$ cat config.mk
export PLATFORM = sky130hd
export DESIGN_NAME = tpcf_queue
export DESIGN_NICKNAME = d
export VERILOG_FILES = /design/src/rtl/core/tpcf_pkg.sv /design/src/rtl/core/tpcf_queue.sv
export SDC_FILE = /design/constraint.sdc
export NUM_CORES = 1
export LEC_CHECK = 0
export BUFFER_PORTS_ARGS = -buffer_cell sky130_fd_sc_hd__buf_2
export CORE_MARGIN = 2
export CORE_UTILIZATION = 39
export DETAILED_ROUTE_END_ITERATION = 8
export PLACE_DENSITY = 0.62
export SETUP_SLACK_MARGIN = 0.15
export SLEW_MARGIN = 25
export SYNTH_ARGS = -nofsm -noshare
export SYNTH_HDL_FRONTEND = slang
export SYNTH_SLANG_ARGS = --single-unit
$ cat constraint.sdc
create_clock -name i_clk -period 4.2 [get_ports i_clk]
set_clock_uncertainty 0.2 [all_clocks]
set_input_delay 0.84 -clock i_clk [delete_from_list [all_inputs] [get_ports i_clk]]
set_output_delay 0.84 -clock i_clk [all_outputs]
set_load 0.005 [all_outputs]
$ cat src/rtl/core/tpcf_pkg.sv
`timescale 1ns / 1ps
// ----------------------------------------------------------------------------
// tpcf_pkg - shared types and constants of the TS continuity filter
// Field layouts, table entry format, status codes and packet geometry.
// ----------------------------------------------------------------------------
package tpcf_pkg;

    // Table geometry
    localparam int PID_BITS    = 13;
    localparam int TABLE_DEPTH = 1 << PID_BITS;
    localparam int ENTRY_BITS  = 8;

    // Packet geometry
    localparam int PACKET_BYTES = 188;
    localparam int HEADER_BYTES = 4;
    localparam int ADAPT_MAX    = PACKET_BYTES - 5;

    localparam logic [7:0] SYNC_VALUE   = 8'h47;
    localparam logic [7:0] OFFSET_HDR   = 8'(HEADER_BYTES);
    localparam logic [7:0] OFFSET_FULL  = 8'(PACKET_BYTES);
    localparam logic [7:0] ADAPT_LIMIT  = 8'(ADAPT_MAX);

    // Sync modes held per PID
    typedef logic [1:0] t_mode;
    localparam t_mode MODE_AWAIT  = 2'd0;
    localparam t_mode MODE_LOST   = 2'd1;
    localparam t_mode MODE_SYNCED = 2'd2;

    // Result status codes
    typedef logic [3:0] t_status;
    localparam t_status ST_OK         = 4'd0;
    localparam t_status ST_RESYNC     = 4'd1;
    localparam t_status ST_BADSYNC    = 4'd2;
    localparam t_status ST_UNKNOWN    = 4'd3;
    localparam t_status ST_AWAIT      = 4'd4;
    localparam t_status ST_UNSYNCED   = 4'd5;
    localparam t_status ST_DISCONT    = 4'd6;
    localparam t_status ST_ADAPT_LONG = 4'd7;
    localparam t_status ST_REGISTERED = 4'd8;
    localparam t_status ST_ALREADY    = 4'd9;

    // One PID table entry
    typedef struct packed {
        logic       known;
        logic       kind;
        t_mode      mode;
        logic [3:0] cc;
    } t_entry;

    // Classified item passed from front to back
    typedef struct packed {
        logic        op;
        logic        sync_ok;
        logic        start;
        logic [12:0] pid;
        logic [3:0]  cc;
        logic        rkind;
        logic        adapt_long;
        logic [7:0]  off;
        logic [7:0]  len;
    } t_item;

    // Queue status seen by the top level
    typedef struct packed {
        logic full;
        logic empty;
    } t_q_stat;

    // One result
    typedef struct packed {
        t_status     status;
        logic [12:0] pid;
        logic        kind;
        logic        start;
        logic        mark;
        logic [7:0]  off;
        logic [7:0]  len;
    } t_result;

endpackage

$ cat src/rtl/core/tpcf_queue.sv
`timescale 1ns / 1ps
// ----------------------------------------------------------------------------
// tpcf_queue - two-entry item queue
// Decouples the classifier from the table sequencer.
// ----------------------------------------------------------------------------
module tpcf_queue (
    input  logic              i_clk,
    input  logic              i_rst_n,
    input  logic              i_push,
    input  tpcf_pkg::t_item   i_item,
    input  logic              i_pop,
    output tpcf_pkg::t_item   o_head,
    output tpcf_pkg::t_q_stat o_stat
);

    tpcf_pkg::t_item r_mem [2];
    logic            r_wr_ptr;
    logic            r_rd_ptr;
    logic [1:0]      r_count;
    logic            n_wr_ptr;
    logic            n_rd_ptr;
    logic [1:0]      n_count;

    assign o_stat.full  = (r_count == 2'd2);
    assign o_stat.empty = (r_count == 2'd0);
    assign o_head       = r_mem[r_rd_ptr];

    // Pointer and count update
    always_comb begin
        n_wr_ptr = r_wr_ptr;
        n_rd_ptr = r_rd_ptr;
        n_count  = r_count;
        if (i_push) begin
            n_wr_ptr = ~r_wr_ptr;
        end
        if (i_pop) begin
            n_rd_ptr = ~r_rd_ptr;
        end
        if (i_push && !i_pop) begin
            n_count = r_count + 2'd1;
        end else if (!i_push && i_pop) begin
            n_count = r_count - 2'd1;
        end
    end

    always_ff @(posedge i_clk) begin
        if (!i_rst_n) begin
            r_wr_ptr <= 1'b0;
            r_rd_ptr <= 1'b0;
            r_count  <= 2'd0;
        end else begin
            r_wr_ptr <= n_wr_ptr;
            r_rd_ptr <= n_rd_ptr;
            r_count  <= n_count;
        end
    end

    // Payload storage, no reset
    always_ff @(posedge i_clk) begin
        if (i_push) begin
            r_mem[r_wr_ptr] <= i_item;
        end
    end

endmodule

==> results.yml <==
outcome:
  status: "finished, final reports clean"
cts:
  clock_tree.buffer_depth: 2
  ctsHoldBuffers: 0
  htree_levels: 3
  clockRootBuffer: "sky130_fd_sc_hd__clkbuf_8"
  cts_num_sinks: 81
  cts_tree: "done"
  clkSlewWorstSetupHoldPaths_ps: 80
  numCtsBuffers: 9
  cts_setup_buffers: 0
  post_cts_resize_count: 0
  clk-insertion-delay-late_ps: 330
sta:
  grt_setup_unrepaired: "no"
  timing.fmax_ghz: 0.348
  post-route-period-util: 0.684
  fin_setup_tns_ps: 0
  slew_headroom: 0.360
  worst_slew_pin_slew_ps: 960
  report.final.setup_viol: 0
  finalCriticalPeriod_ps: 2870
  count_of_final_max_slew_check_failures: 0
  finalHoldViolations: 0
worst_hold_path:
  hp-class: "reg2reg"
  min_delay_path_depth: 2
  hold_start: "r_count[1]$_SDFFE_PN0P_"
  hold-path-endpoint: "r_count[1]$_SDFFE_PN0P_"
place:
  gp_congestion: 0.681
  io_buffer_count: 81
  detailedPlacementHpwl_um: 3170
power:
  seqPwrFrac: 0.562
  p_switching_uw: 354
  power-per-cell-area_nw_per_um2: 462
  power_switching_share: 0.208
  vdd.ir_drop.worst_mv: 0.227
  comb_power_share: 0.089
  design_power_total_mw: 1.70
  power_report.internal_total_mw: 1.35
  p_leak_nw: 1.39
  power.clock.fraction: 0.349
critical_path:
  critical_path.startpoint_type: "register"
  r2r.worst_path.cells: 2
  worstReg2RegEnd: "r_mem[0][29]$_DFFE_PP_"
  criticalPathCategory: "reg2out"
  end_kind: "output pin"
  crit_required_ps: 3160
  timing.critical_path.arrival_ps: 1830
  crit_fanout: 38
  timing.reg2reg.setup_slack_ps: 2350
  r2r_start: "r_wr_ptr$_SDFFE_PN0P_"
layout:
  postLayoutCoreUtil: 0.505
  nNetsFinal: 272
  num-fill-cells: 662
  area_growth_pct: 24.3
  num_antenna_cells: 0
  final-seq-area_sq_um: 2380
  post_route_cells_drive_above_1_share: 0.590
  area_used_by_multi_input_combinational_logic_sq_um: 552
drt:
  routed_met1_length_um: 2060
  met2WireLength_um: 2650
  wirelength_um: 5040
  detail-route-antenna-nets: 0
  route.detailed.drc: 0
  detailedRoute.firstPassIterationCount: 3
  met3RoutedLength_um: 234
  top_layer: "met4"
  vias: 1504
  vias_per_cell: 4.52
  wl_per_cell_um: 15.1
  detailedRoute.firstIterationViolations: 45
yosys:
  yosys_most_used_dff: "sky130_fd_sc_hd__edfxtp_1"
  synth.avg_cell_area_sq_um: 21.2
  async_set_or_reset_register_ratio_after_synthesis: 0
  yosysWarningCount: 0
  postSynthNetCount: 183
  synth.yosys.seq_area_share: 0.804
  syn-instance-count: 140
  ys_ff_latch: 81
  summed_instance_area_of_the_synthesized_netlist_sq_um: 2960
  number_of_synthesized_flops_with_an_enable_pin: 76
  ys_types: 18
floorplanning:
  initial_core_util: 0.406
  dieArea_sq_um: 8310
  fp.dieW_um: 91.2
  core-area_sq_um: 7290
  rows: 31
  die_h_um: 91.2
  io_pins: 82
flow_run:
  max_cap_viol_count: 0
grt:
  first_global_vias: 1637
  antenna_found_initial: 0
  first_pass_grt_wire_length_um: 7960
  gr_overflow_total: 0
  grtUsageTotal: 0.127
  largest_net_degree_at_the_start_of_global_routing: 39
[state kept, by name, indices dropped and copies added, names as in the netlist, named ones only]
name      flops
r_wr_ptr      1
r_count       2
r_rd_ptr      1
r_mem        76
[worst max-delay path, stage by stage, from the launching register on]
cell and delay (ps):
sky130_fd_sc_hd__dfxtp_2 940, sky130_fd_sc_hd__mux2_2 430, sky130_fd_sc_hd__buf_2 130
[power by group through the flow]
stage / combinational, mW / clock, mW / sequential (mW)
floorplan: 0.0942 / 0 / 0.958
global placement: 0.152 / 0 / 0.975
detailed placement: 0.154 / 0 / 0.976
CTS: 0.155 / 0.609 / 0.958
global route: 0.166 / 0.640 / 0.963
finish: 0.151 / 0.594 / 0.956
[kinds of logic (layout without fill, tap and decap cells)]
| logic type | Yosys count | count (layout) | synth area share |
|---|---|---|---|
| AO/OA/AOI/OAI | 3 | 3 | 0.00675 |
| XOR/XNOR | 3 | 3 | 0.00887 |
| adder cells (fa/ha/maj) | 1 | 1 | 0.00422 |
| buffers and inverters | 5 | 99 | 0.0131 |
| flip-flops | 81 | 81 | 0.804 |
| multiplexers | 38 | 38 | 0.144 |
| AND/OR/NAND/NOR | 9 | 9 | 0.0190 |
[cell usage in the layout, fill, tap and decap left out]
cell type,n
sky130_fd_sc_hd__a21boi_1,1
sky130_fd_sc_hd__and2_1,3
sky130_fd_sc_hd__and2_2,1
sky130_fd_sc_hd__and2b_2,1
sky130_fd_sc_hd__buf_2,81
sky130_fd_sc_hd__buf_4,1
sky130_fd_sc_hd__bufinv_16,2
sky130_fd_sc_hd__clkbuf_8,9
sky130_fd_sc_hd__clkinv_1,2
sky130_fd_sc_hd__clkinv_2,2
sky130_fd_sc_hd__clkinvlp_4,1
sky130_fd_sc_hd__dfxtp_1,4
sky130_fd_sc_hd__dfxtp_2,1
sky130_fd_sc_hd__edfxtp_1,76
sky130_fd_sc_hd__ha_1,1
sky130_fd_sc_hd__inv_1,1
sky130_fd_sc_hd__mux2_2,38
sky130_fd_sc_hd__nor2_1,1
sky130_fd_sc_hd__nor2b_1,1
sky130_fd_sc_hd__nor2b_4,1
sky130_fd_sc_hd__o21a_1,1
sky130_fd_sc_hd__o21ai_0,1
sky130_fd_sc_hd__or3_1,1
sky130_fd_sc_hd__xnor2_1,1
sky130_fd_sc_hd__xor2_1,2
[synth_stat cells (2+ instances only)]
| master | count | area share |
|---|---|---|
| sky130_fd_sc_hd__and2_1 | 4 | 0.0084 |
| sky130_fd_sc_hd__buf_6 | 2 | 0.0076 |
| sky130_fd_sc_hd__dfxtp_1 | 5 | 0.034 |
| sky130_fd_sc_hd__edfxtp_1 | 76 | 0.77 |
| sky130_fd_sc_hd__mux2_2 | 38 | 0.14 |
| sky130_fd_sc_hd__nor2b_1 | 2 | 0.0042 |
| sky130_fd_sc_hd__xor2_1 | 2 | 0.0059 |
[metrics by stage]
step	setup slack, ps	area [sq um]	hold WS (ps)	cells
floorplan	986	2960	266	140
global placement	1620	3480	286	317
detailed placement	1640	3480	293	317
CTS	1260	3680	311	333
global route	1180	3680	333	333
finish	1330	3680	307	333
[cell type report]
class,count,share of cell area
repair buffers,82,0.112
inverters,1,0.00102
clock inverters,7,0.0231
well taps,99,0.0336
flip-flops and latches,81,0.647
multi-input cells,54,0.150
clock buffers,9,0.0336
[routing by layer]
layer	GRT usage	vias up
met2	0.217	39
met3	0.0349	7
li1	-	718
met1	0.144	740
met5	0	-
met4	0.0682	0
[how the worst max path moves through the flow]
stage	depth (start not counted)	slack, ps	from	end
2_1_floorplan	1	990	i_push	r_mem[0][0]$_DFFE_PP_
4_1_cts	2	1260	register	o_head[31]
5_1_grt	2	1180	register	o_head[30]
3_5_place_dp	2	1640	register	o_head[31]
3_3_place_gp	2	1620	register	o_head[6]
6_report	2	1330	register	o_head[30]
Power figures use the tool's default switching activity.
