## src/rtl/core/tpcf_pkg.sv

```systemverilog
`timescale 1ns / 1ps
// ----------------------------------------------------------------------------
// tpcf_pkg - shared types and constants of the TS continuity filter
// Field layouts, table entry format, status codes and packet geometry.
// ----------------------------------------------------------------------------
package tpcf_pkg;

    // Table geometry
    localparam int PID_BITS    = 13;
    localparam int TABLE_DEPTH = 1 << PID_BITS;
    localparam int ENTRY_BITS  = 8;

    // Packet geometry
    localparam int PACKET_BYTES = 188;
    localparam int HEADER_BYTES = 4;
    localparam int ADAPT_MAX    = PACKET_BYTES - 5;

    localparam logic [7:0] SYNC_VALUE   = 8'h47;
    localparam logic [7:0] OFFSET_HDR   = 8'(HEADER_BYTES);
    localparam logic [7:0] OFFSET_FULL  = 8'(PACKET_BYTES);
    localparam logic [7:0] ADAPT_LIMIT  = 8'(ADAPT_MAX);

    // Sync modes held per PID
    typedef logic [1:0] t_mode;
    localparam t_mode MODE_AWAIT  = 2'd0;
    localparam t_mode MODE_LOST   = 2'd1;
    localparam t_mode MODE_SYNCED = 2'd2;

    // Result status codes
    typedef logic [3:0] t_status;
    localparam t_status ST_OK         = 4'd0;
    localparam t_status ST_RESYNC     = 4'd1;
    localparam t_status ST_BADSYNC    = 4'd2;
    localparam t_status ST_UNKNOWN    = 4'd3;
    localparam t_status ST_AWAIT      = 4'd4;
    localparam t_status ST_UNSYNCED   = 4'd5;
    localparam t_status ST_DISCONT    = 4'd6;
    localparam t_status ST_ADAPT_LONG = 4'd7;
    localparam t_status ST_REGISTERED = 4'd8;
    localparam t_status ST_ALREADY    = 4'd9;

    // One PID table entry
    typedef struct packed {
        logic       known;
        logic       kind;
        t_mode      mode;
        logic [3:0] cc;
    } t_entry;

    // Classified item passed from front to back
    typedef struct packed {
        logic        op;
        logic        sync_ok;
        logic        start;
        logic [12:0] pid;
        logic [3:0]  cc;
        logic        rkind;
        logic        adapt_long;
        logic [7:0]  off;
        logic [7:0]  len;
    } t_item;

    // Queue status seen by the top level
    typedef struct packed {
        logic full;
        logic empty;
    } t_q_stat;

    // One result
    typedef struct packed {
        t_status     status;
        logic [12:0] pid;
        logic        kind;
        logic        start;
        logic        mark;
        logic [7:0]  off;
        logic [7:0]  len;
    } t_result;

endpackage

```

## src/rtl/core/tpcf_front.sv

```systemverilog
`timescale 1ns / 1ps
// ----------------------------------------------------------------------------
// tpcf_front - header classifier
// Checks the sync byte and works out payload offset and length up front.
// ----------------------------------------------------------------------------
module tpcf_front (
    input  logic          i_op,
    input  logic [7:0]    i_sync_byte,
    input  logic          i_payload_start,
    input  logic [12:0]   i_pid,
    input  logic [1:0]    i_adaptation_control,
    input  logic [3:0]    i_continuity,
    input  logic [7:0]    i_adaptation_length,
    input  logic          i_register_kind,
    output tpcf_pkg::t_item o_item
);

    logic       adapt_present;
    logic       adapt_long;
    logic [7:0] adapt_sum;
    logic [7:0] off;

    // Adaptation field: only bit 1 of the control bits counts
    assign adapt_present = i_adaptation_control[1];
    assign adapt_long    = adapt_present && (i_adaptation_length > tpcf_pkg::ADAPT_LIMIT);
    // Fits in 8 bits whenever the length is in range
    assign adapt_sum     = i_adaptation_length + tpcf_pkg::OFFSET_HDR + 8'd1;

    // Payload offset within the packet
    always_comb begin
        if (adapt_long) begin
            off = tpcf_pkg::OFFSET_FULL;
        end else if (adapt_present) begin
            off = adapt_sum;
        end else begin
            off = tpcf_pkg::OFFSET_HDR;
        end
    end

    // Pack the classified item
    always_comb begin
        o_item.op         = i_op;
        o_item.sync_ok    = (i_sync_byte == tpcf_pkg::SYNC_VALUE);
        o_item.start      = i_payload_start;
        o_item.pid        = i_pid;
        o_item.cc         = i_continuity;
        o_item.rkind      = i_register_kind;
        o_item.adapt_long = adapt_long;
        o_item.off        = off;
        o_item.len        = tpcf_pkg::OFFSET_FULL - off;
    end

endmodule

```

## config.mk

```make
export PLATFORM = sky130hd
export DESIGN_NAME = tpcf_front
export DESIGN_NICKNAME = d
export VERILOG_FILES = /design/src/rtl/core/tpcf_pkg.sv /design/src/rtl/core/tpcf_front.sv
export SDC_FILE = /design/constraint.sdc
export NUM_CORES = 1
export LEC_CHECK = 0
export BUFFER_PORTS_ARGS = -buffer_cell sky130_fd_sc_hd__buf_2
export CAP_MARGIN = 20
export CORE_UTILIZATION = 33
export DETAILED_ROUTE_END_ITERATION = 12
export PLACE_DENSITY = 0.84
export SETUP_SLACK_MARGIN = 0.02
export SYNTH_ARGS = -nofsm -noshare
export SYNTH_HDL_FRONTEND = slang
export SYNTH_SLANG_ARGS = --single-unit
```

## constraint.sdc

```tcl
create_clock -name vclk -period 2.02
set_clock_uncertainty 0.15 [all_clocks]
set_input_delay 0.101 -clock vclk [all_inputs]
set_output_delay 0.101 -clock vclk [all_outputs]
set_load 0.02 [all_outputs]
```

==> results.json, run 1 <==
{
  "worst_pin_slew_ps": 327.9,
  "place_congestion": 0.8173,
  "synthCells": 80,
  "io_buffers": 35,
  "syn_nets": 120,
  "timing_hold_violations_final": 0,
  "leakagePower_nw": 0.3504,
  "die_area_um2": 1935,
  "area_delta_synth_final_pct": 8.602,
  "outcome": "finished, violations left",
  "core_area_um2": 1577,
  "grt_pass1_wl_um": 2014,
  "synth_area_leaders": "buf_4 30%, xor2_1 14%, ha_1 4.3%",
  "synth_cell_types": 31,
  "grt.met2_usage_pct": 22.69,
  "die_w_um": 43.99,
  "grt-busiest-layer": "met2",
  "drv_slew": 0,
  "cp-end-kind": "output port",
  "drive_gt1_share_pct": 52.63,
  "worstPathCellList": "buf_2 > a31o_1 > nand2_2 > nand2_1 > or2_2 > ha_1 > inv_1 > and4b_1 > xor2_2 > buf_4",
  "row_count": 14,
  "use_met3_pct": 0.4167,
  "power_density_nw_per_um2": 297.8,
  "stdcell_count": 111,
  "antenna_cells": 0,
  "n_fill_cell": 167,
  "placed_cells": 111,
  "slowest_delay_ps": 280,
  "violations": "design-rule violations",
  "hp-class": "primary input to output port",
  "regArea_um2": 0,
  "grt_use_total_pct": 12.81,
  "dr.pass1.iters": 8,
  "critPathLaunch": "i_adaptation_length[6]",
  "cts_setup_buffers": 0,
  "synth_seq_area_share_pct": 0,
  "wl_per_cell_um": 11.20,
  "die_h_um": 43.99,
  "grt_max_degree": 9,
  "vdd.ir_drop.worst_uv": 104.3,
  "grtUsageMet1_pct": 17.82,
  "finalSetupViolCount": 0,
  "antenna_found_initial": 0,
  "arrival_ps": 1640,
  "viasPerCell": 4.964,
  "cpMaxStageDelayCell": "or2_2",
  "maxCapViolations": 0,
  "yosys_warnings": 0,
  "max_slew_margin_pct": 78.14,
  "post-dp-hpwl_um": 1099,
  "drt_iter0_drc": 9,
  "finalCriticalPeriod_ps": 1894,
  "grt_pass1_vias": 494,
  "ios": 76,
  "final_cell_mix": "34 x buf_2, 8 x xor2_1, 6 x inv_1, 6 x buf_4, 5 x nand3_1",
  "worstSetupPathType": "primary input to output port",
  "yosysTopAreaCell": "buf_4",
  "avgSynthCellArea_um2": 7.273,
  "worstHoldStart": "i_pid[4]",
  "synth_top_area_share_pct": 29.68,
  "fin_util_pct": 40.08,
  "rsz0062_at_grt": "no",
  "fmax_mhz": 528.1,
  "routed_wl_um": 1243,
  "nClkBuffers": 0,
  "vias": 551,
  "required_ps": 1770,
  "startpoint_type": "primary input",
  "final.period_utilization_pct": 93.74,
  "crit_fanout": 4,
  "power_mw": 0.1882,
  "grt_overflow": 0,
  "start_util_pct": 36.90,
  "netlist_area_um2": 581.8,
  "seq_cell_count": 0,
  "antenna_left": 0,
  "layout_commonest_cell": "buf_2",
  "layout.nets": 137,
  "drc": 5,
  "setup-tns-final_ps": 0
}
## critical path, delay by kind of cell
kind | cells | cell delay [ps]
AOI/OAI and AO/OA | 1 | 220
xor gates and xnor gates | 1 | 130
adders and majority gates | 1 | 200
buffers and inverters | 3 | 350
and+or+nand+nor | 4 | 650
## worst paths after layout
| path | slack, ps | endpoint | cells after the start |
|---|---|---|---|
| setup / recovery | 130 | o_item[6] | 10 |
| hold / removal | 50 | o_item[26] | 0 |
## cell usage after synthesis
master     count
o2111ai_1      1
xnor2_1        1
a311oi_2       1
nor4_1         1
inv_2          1
or2_2          1
buf_6          2
nand4b_1       2
o21ai_0        1
a31o_1         1
a21oi_1        4
nor3_2         1
nand2b_1       1
or3b_2         1
and3_2         1
nand3_1        5
a2111o_1       1
ha_1           2
inv_1          6
xor2_1         9
a21o_1         1
a311oi_1       1
a21oi_2        2
nor2_1         1
nor2b_1        1
buf_4         23
o21ai_1        1
and4b_1        1
mux2i_1        1
nand3b_1       1
nand2_1        4
## routing by layer
| layer | wire length, µm | part of all wire [%] | up-vias |
|---|---|---|---|
| met1 | 518 | 42 | 241 |
| met3 | 114 | 9.2 | 0 |
| met2 | 611 | 49 | 27 |
| li1 | - | - | 283 |
| met4 | 0 | 0 | 0 |
| met5 | 0 | 0 | - |
## per-stage QoR
stage | instance area, µm² | setup WS (ps) | hold WS (ps)
2_1_floorplan | 589.3 | 55.46 | 121.8
3_3_place_gp | 626.9 | 101.3 | 52.14
3_5_place_dp | 626.9 | 78.80 | 52.14
4_1_cts | 626.9 | 75.02 | 52.14
5_1_grt | 631.9 | 35.24 | 52.03
6_report | 631.9 | 126.4 | 52.01
## cell families after synthesis
kind of cell	count (synthesis)	share of synthesized area, %
multiplexers	1	1.720
adder cells (fa/ha/maj)	2	4.300
AO/OA/AOI/OAI	14	18.49
XOR/XNOR	10	15.05
buffers and inverters	32	38.06
AND/OR/NAND/NOR	21	22.37
## power breakdown
| part | internal (mW) | switching [mW] |
|---|---|---|
| Clock | 0 | 0 |
| Sequential | 0 | 0 |
| Combinational | 0.0761 | 0.112 |
## layout make-up
class                      count  area [µm²]  area share, %
tap                           16       20.02          3.168
timing repair buffer          40       215.2          34.06
inverter                       7       26.28          4.158
multi-input combinational     48       370.4          58.61
## timing repair
item                                    CTS  global route
endpoints found under the setup margin    0             2
gates resized for setup                   0             2
hold buffers                              0             0
Power figures use the tool's default switching activity.
==> inputs of run 2 (changes only) <==
--- a/config.mk
+++ b/config.mk
@@ -5,11 +5,12 @@
 export SDC_FILE = /design/constraint.sdc
 export NUM_CORES = 1
 export LEC_CHECK = 0
+export ABC_AREA = 1
 export BUFFER_PORTS_ARGS = -buffer_cell sky130_fd_sc_hd__buf_2
 export CAP_MARGIN = 20
 export CORE_UTILIZATION = 33
 export DETAILED_ROUTE_END_ITERATION = 12
-export PLACE_DENSITY = 0.84
+export PLACE_DENSITY = 0.93
 export SETUP_SLACK_MARGIN = 0.02
 export SYNTH_ARGS = -nofsm -noshare
 export SYNTH_HDL_FRONTEND = slang
==> constraint.sdc (replaced) <==
create_clock -name vclk -period 1.8
set_clock_uncertainty 0.15 [all_clocks]
set_input_delay 0.09 -clock vclk [all_inputs]
set_output_delay 0.09 -clock vclk [all_outputs]
set_load 0.02 [all_outputs]
==> run 2 against run 1 <==
  * The run still ends with design-rule violations left
  * Non-clock buffer count down 4
  * First-iteration DRC count unchanged
  * Die area unchanged
  * Global-route usage down 2.0 points
  * Critical path depth unchanged
  * Utilization unchanged
  * Worst hold slack worse by 22 ps
  * Area after synthesis unchanged
  * Count of clock-buffer cells in the layout unchanged
  * Cell count up 14%
  * Flip-flop and latch count unchanged
  * Critical path type unchanged
  * Largest cell class unchanged
  * Highest routed layer unchanged
==> results.json, run 2 <==
{
  "die_h_um": 43.99,
  "io_buffers": 35,
  "viasPerCell": 4.622,
  "dr.pass1.iters": 10,
  "placed_cells": 127,
  "hp-class": "primary input to output port",
  "seq_cell_count": 0,
  "cpMaxStageDelayCell": "ha_1",
  "finalSetupViolCount": 0,
  "setup-tns-final_ps": 0,
  "yosysTopAreaCell": "buf_4",
  "drt_iter0_drc": 9,
  "layout_commonest_cell": "buf_2",
  "netlist_area_um2": 581.8,
  "core_area_um2": 1577,
  "synth_cell_types": 21,
  "power_density_nw_per_um2": 352.0,
  "synth_top_area_share_pct": 29.68,
  "max_slew_margin_pct": 76.98,
  "synthTopCellsByCount": "24 x nand2_1, 23 x buf_4, 12 x inv_1, 7 x nand3_1",
  "rsz0062_at_grt": "no",
  "maxCapViolations": 0,
  "crit_fanout": 3,
  "cts_hold_buf": 0,
  "grt_use_total_pct": 10.76,
  "grt_overflow": 0,
  "post-dp-hpwl_um": 1071,
  "stdcell_count": 127,
  "startpoint_type": "primary input",
  "area_delta_synth_final_pct": 8.602,
  "cts_setup_buffers": 0,
  "drive_gt1_share_pct": 48.65,
  "synth_most_common_cell": "nand2_1",
  "violations": "design-rule violations",
  "outcome": "finished, violations left",
  "critPathLaunch": "i_adaptation_length[0]",
  "synth_area_leaders": "buf_4 30%, nand2_1 15%, inv_1 7.7%",
  "drv_slew": 0,
  "leakagePower_nw": 0.4101,
  "die_w_um": 43.99,
  "synthCells": 98,
  "worstHoldStart": "i_pid[4]",
  "wl_per_cell_um": 9.126,
  "arrival_ps": 1420,
  "start_util_pct": 36.90,
  "avgSynthCellArea_um2": 5.937,
  "ios": 76,
  "syn_nets": 138,
  "antenna_found_initial": 0,
  "whs_ps": 30.01,
  "grt_pass1_vias": 435,
  "crit_buf_inv": 3,
  "regArea_um2": 0,
  "n_fill_cell": 184,
  "crit_top_cell": "nand2_1",
  "antenna_cells": 0,
  "cp-end-kind": "output port",
  "timing_hold_violations_final": 0,
  "nClkBuffers": 0,
  "required_ps": 1560,
  "worstPathCellList": "buf_2 > ha_1 > nand2_1 > inv_1 > nand2_1 > ha_2 > a31oi_4 > nand2_1 > xor2_1 > buf_4",
  "yosys_warnings": 0,
  "drc": 5,
  "row_count": 14,
  "layout.nets": 153,
  "finalCriticalPeriod_ps": 1663,
  "worstSetupPathType": "primary input to output port",
  "slowest_delay_ps": 270,
  "place_congestion": 0.7287,
  "vias": 587,
  "path_delay_family": "adder cells",
  "final_cell_mix": "34 x buf_2, 24 x nand2_1, 12 x inv_1, 7 x nand3_1",
  "synth_seq_area_share_pct": 0,
  "antenna_left": 0,
  "grt_max_degree": 9,
  "grt_pass1_wl_um": 1711,
  "vdd.ir_drop.worst_uv": 133.7,
  "worst_pin_slew_ps": 344.1,
  "power_mw": 0.2224,
  "final.period_utilization_pct": 92.40,
  "fmax_mhz": 601.2,
  "routed_wl_um": 1159,
  "die_area_um2": 1935
}
==> run 2: layout make-up <==
class	count	area (µm²)	share of cell area, %
multi-input cells	57	359.1	56.83
repair buffers	36	185.2	29.31
inverters	18	67.56	10.69
well taps	16	20.02	3.168
==> run 2: kinds of logic (layout without fill, tap and decap cells) <==
kind of cell	Yosys count	in the layout	synth area share, %
AO/OA/AOI/OAI	4	4	4.300
buffers and inverters	41	54	41.29
adder cells (fa/ha/maj)	2	2	4.300
XOR/XNOR	6	6	9.032
AND/OR/NAND/NOR	45	45	41.08
==> run 2: layer usage <==
metal / vias up / track usage, % / share of wire [%] / routed length [µm]
met5: - / 0 / 0 / 0
met4: 0 / 2.424 / 0 / 0
met3: 0 / 2.083 / 13 / 153
met2: 41 / 20.00 / 51 / 586
met1: 239 / 12.59 / 36 / 419
li1: 307 / - / - / -
==> run 2: path summary, 6_finish.rpt <==
check | endpoint | slack, ps | depth (start not counted)
worst max-delay path | o_item[4] | 140 | 10
worst min-delay path | o_item[26] | 30 | 0
==> run 2: what timing repair did <==
action | 4_1_cts | 5_1_grt
resized for setup | 1 | 3
pin swaps | 0 | 0
setup endpoints to repair | 1 | 2
==> run 2: report_power, final <==
part / internal [mW] / switching, mW / leakage (nW) / total, mW
combinational: 0.0810 / 0.141 / 0.410 / 0.222
sequential: 0 / 0 / 0 / 0
clock: 0 / 0 / 0 / 0
==> run 2: metrics by stage <==
stage	cell area (µm²)	worst slack (ps)	utilization (%)
floorplan	581.8	205.0	-
global placement	611.8	72.16	38.81
detailed placement	611.8	13.66	38.81
CTS	618.1	66.53	39.21
global route	631.9	27.11	40.08
finish	631.9	136.8	40.08
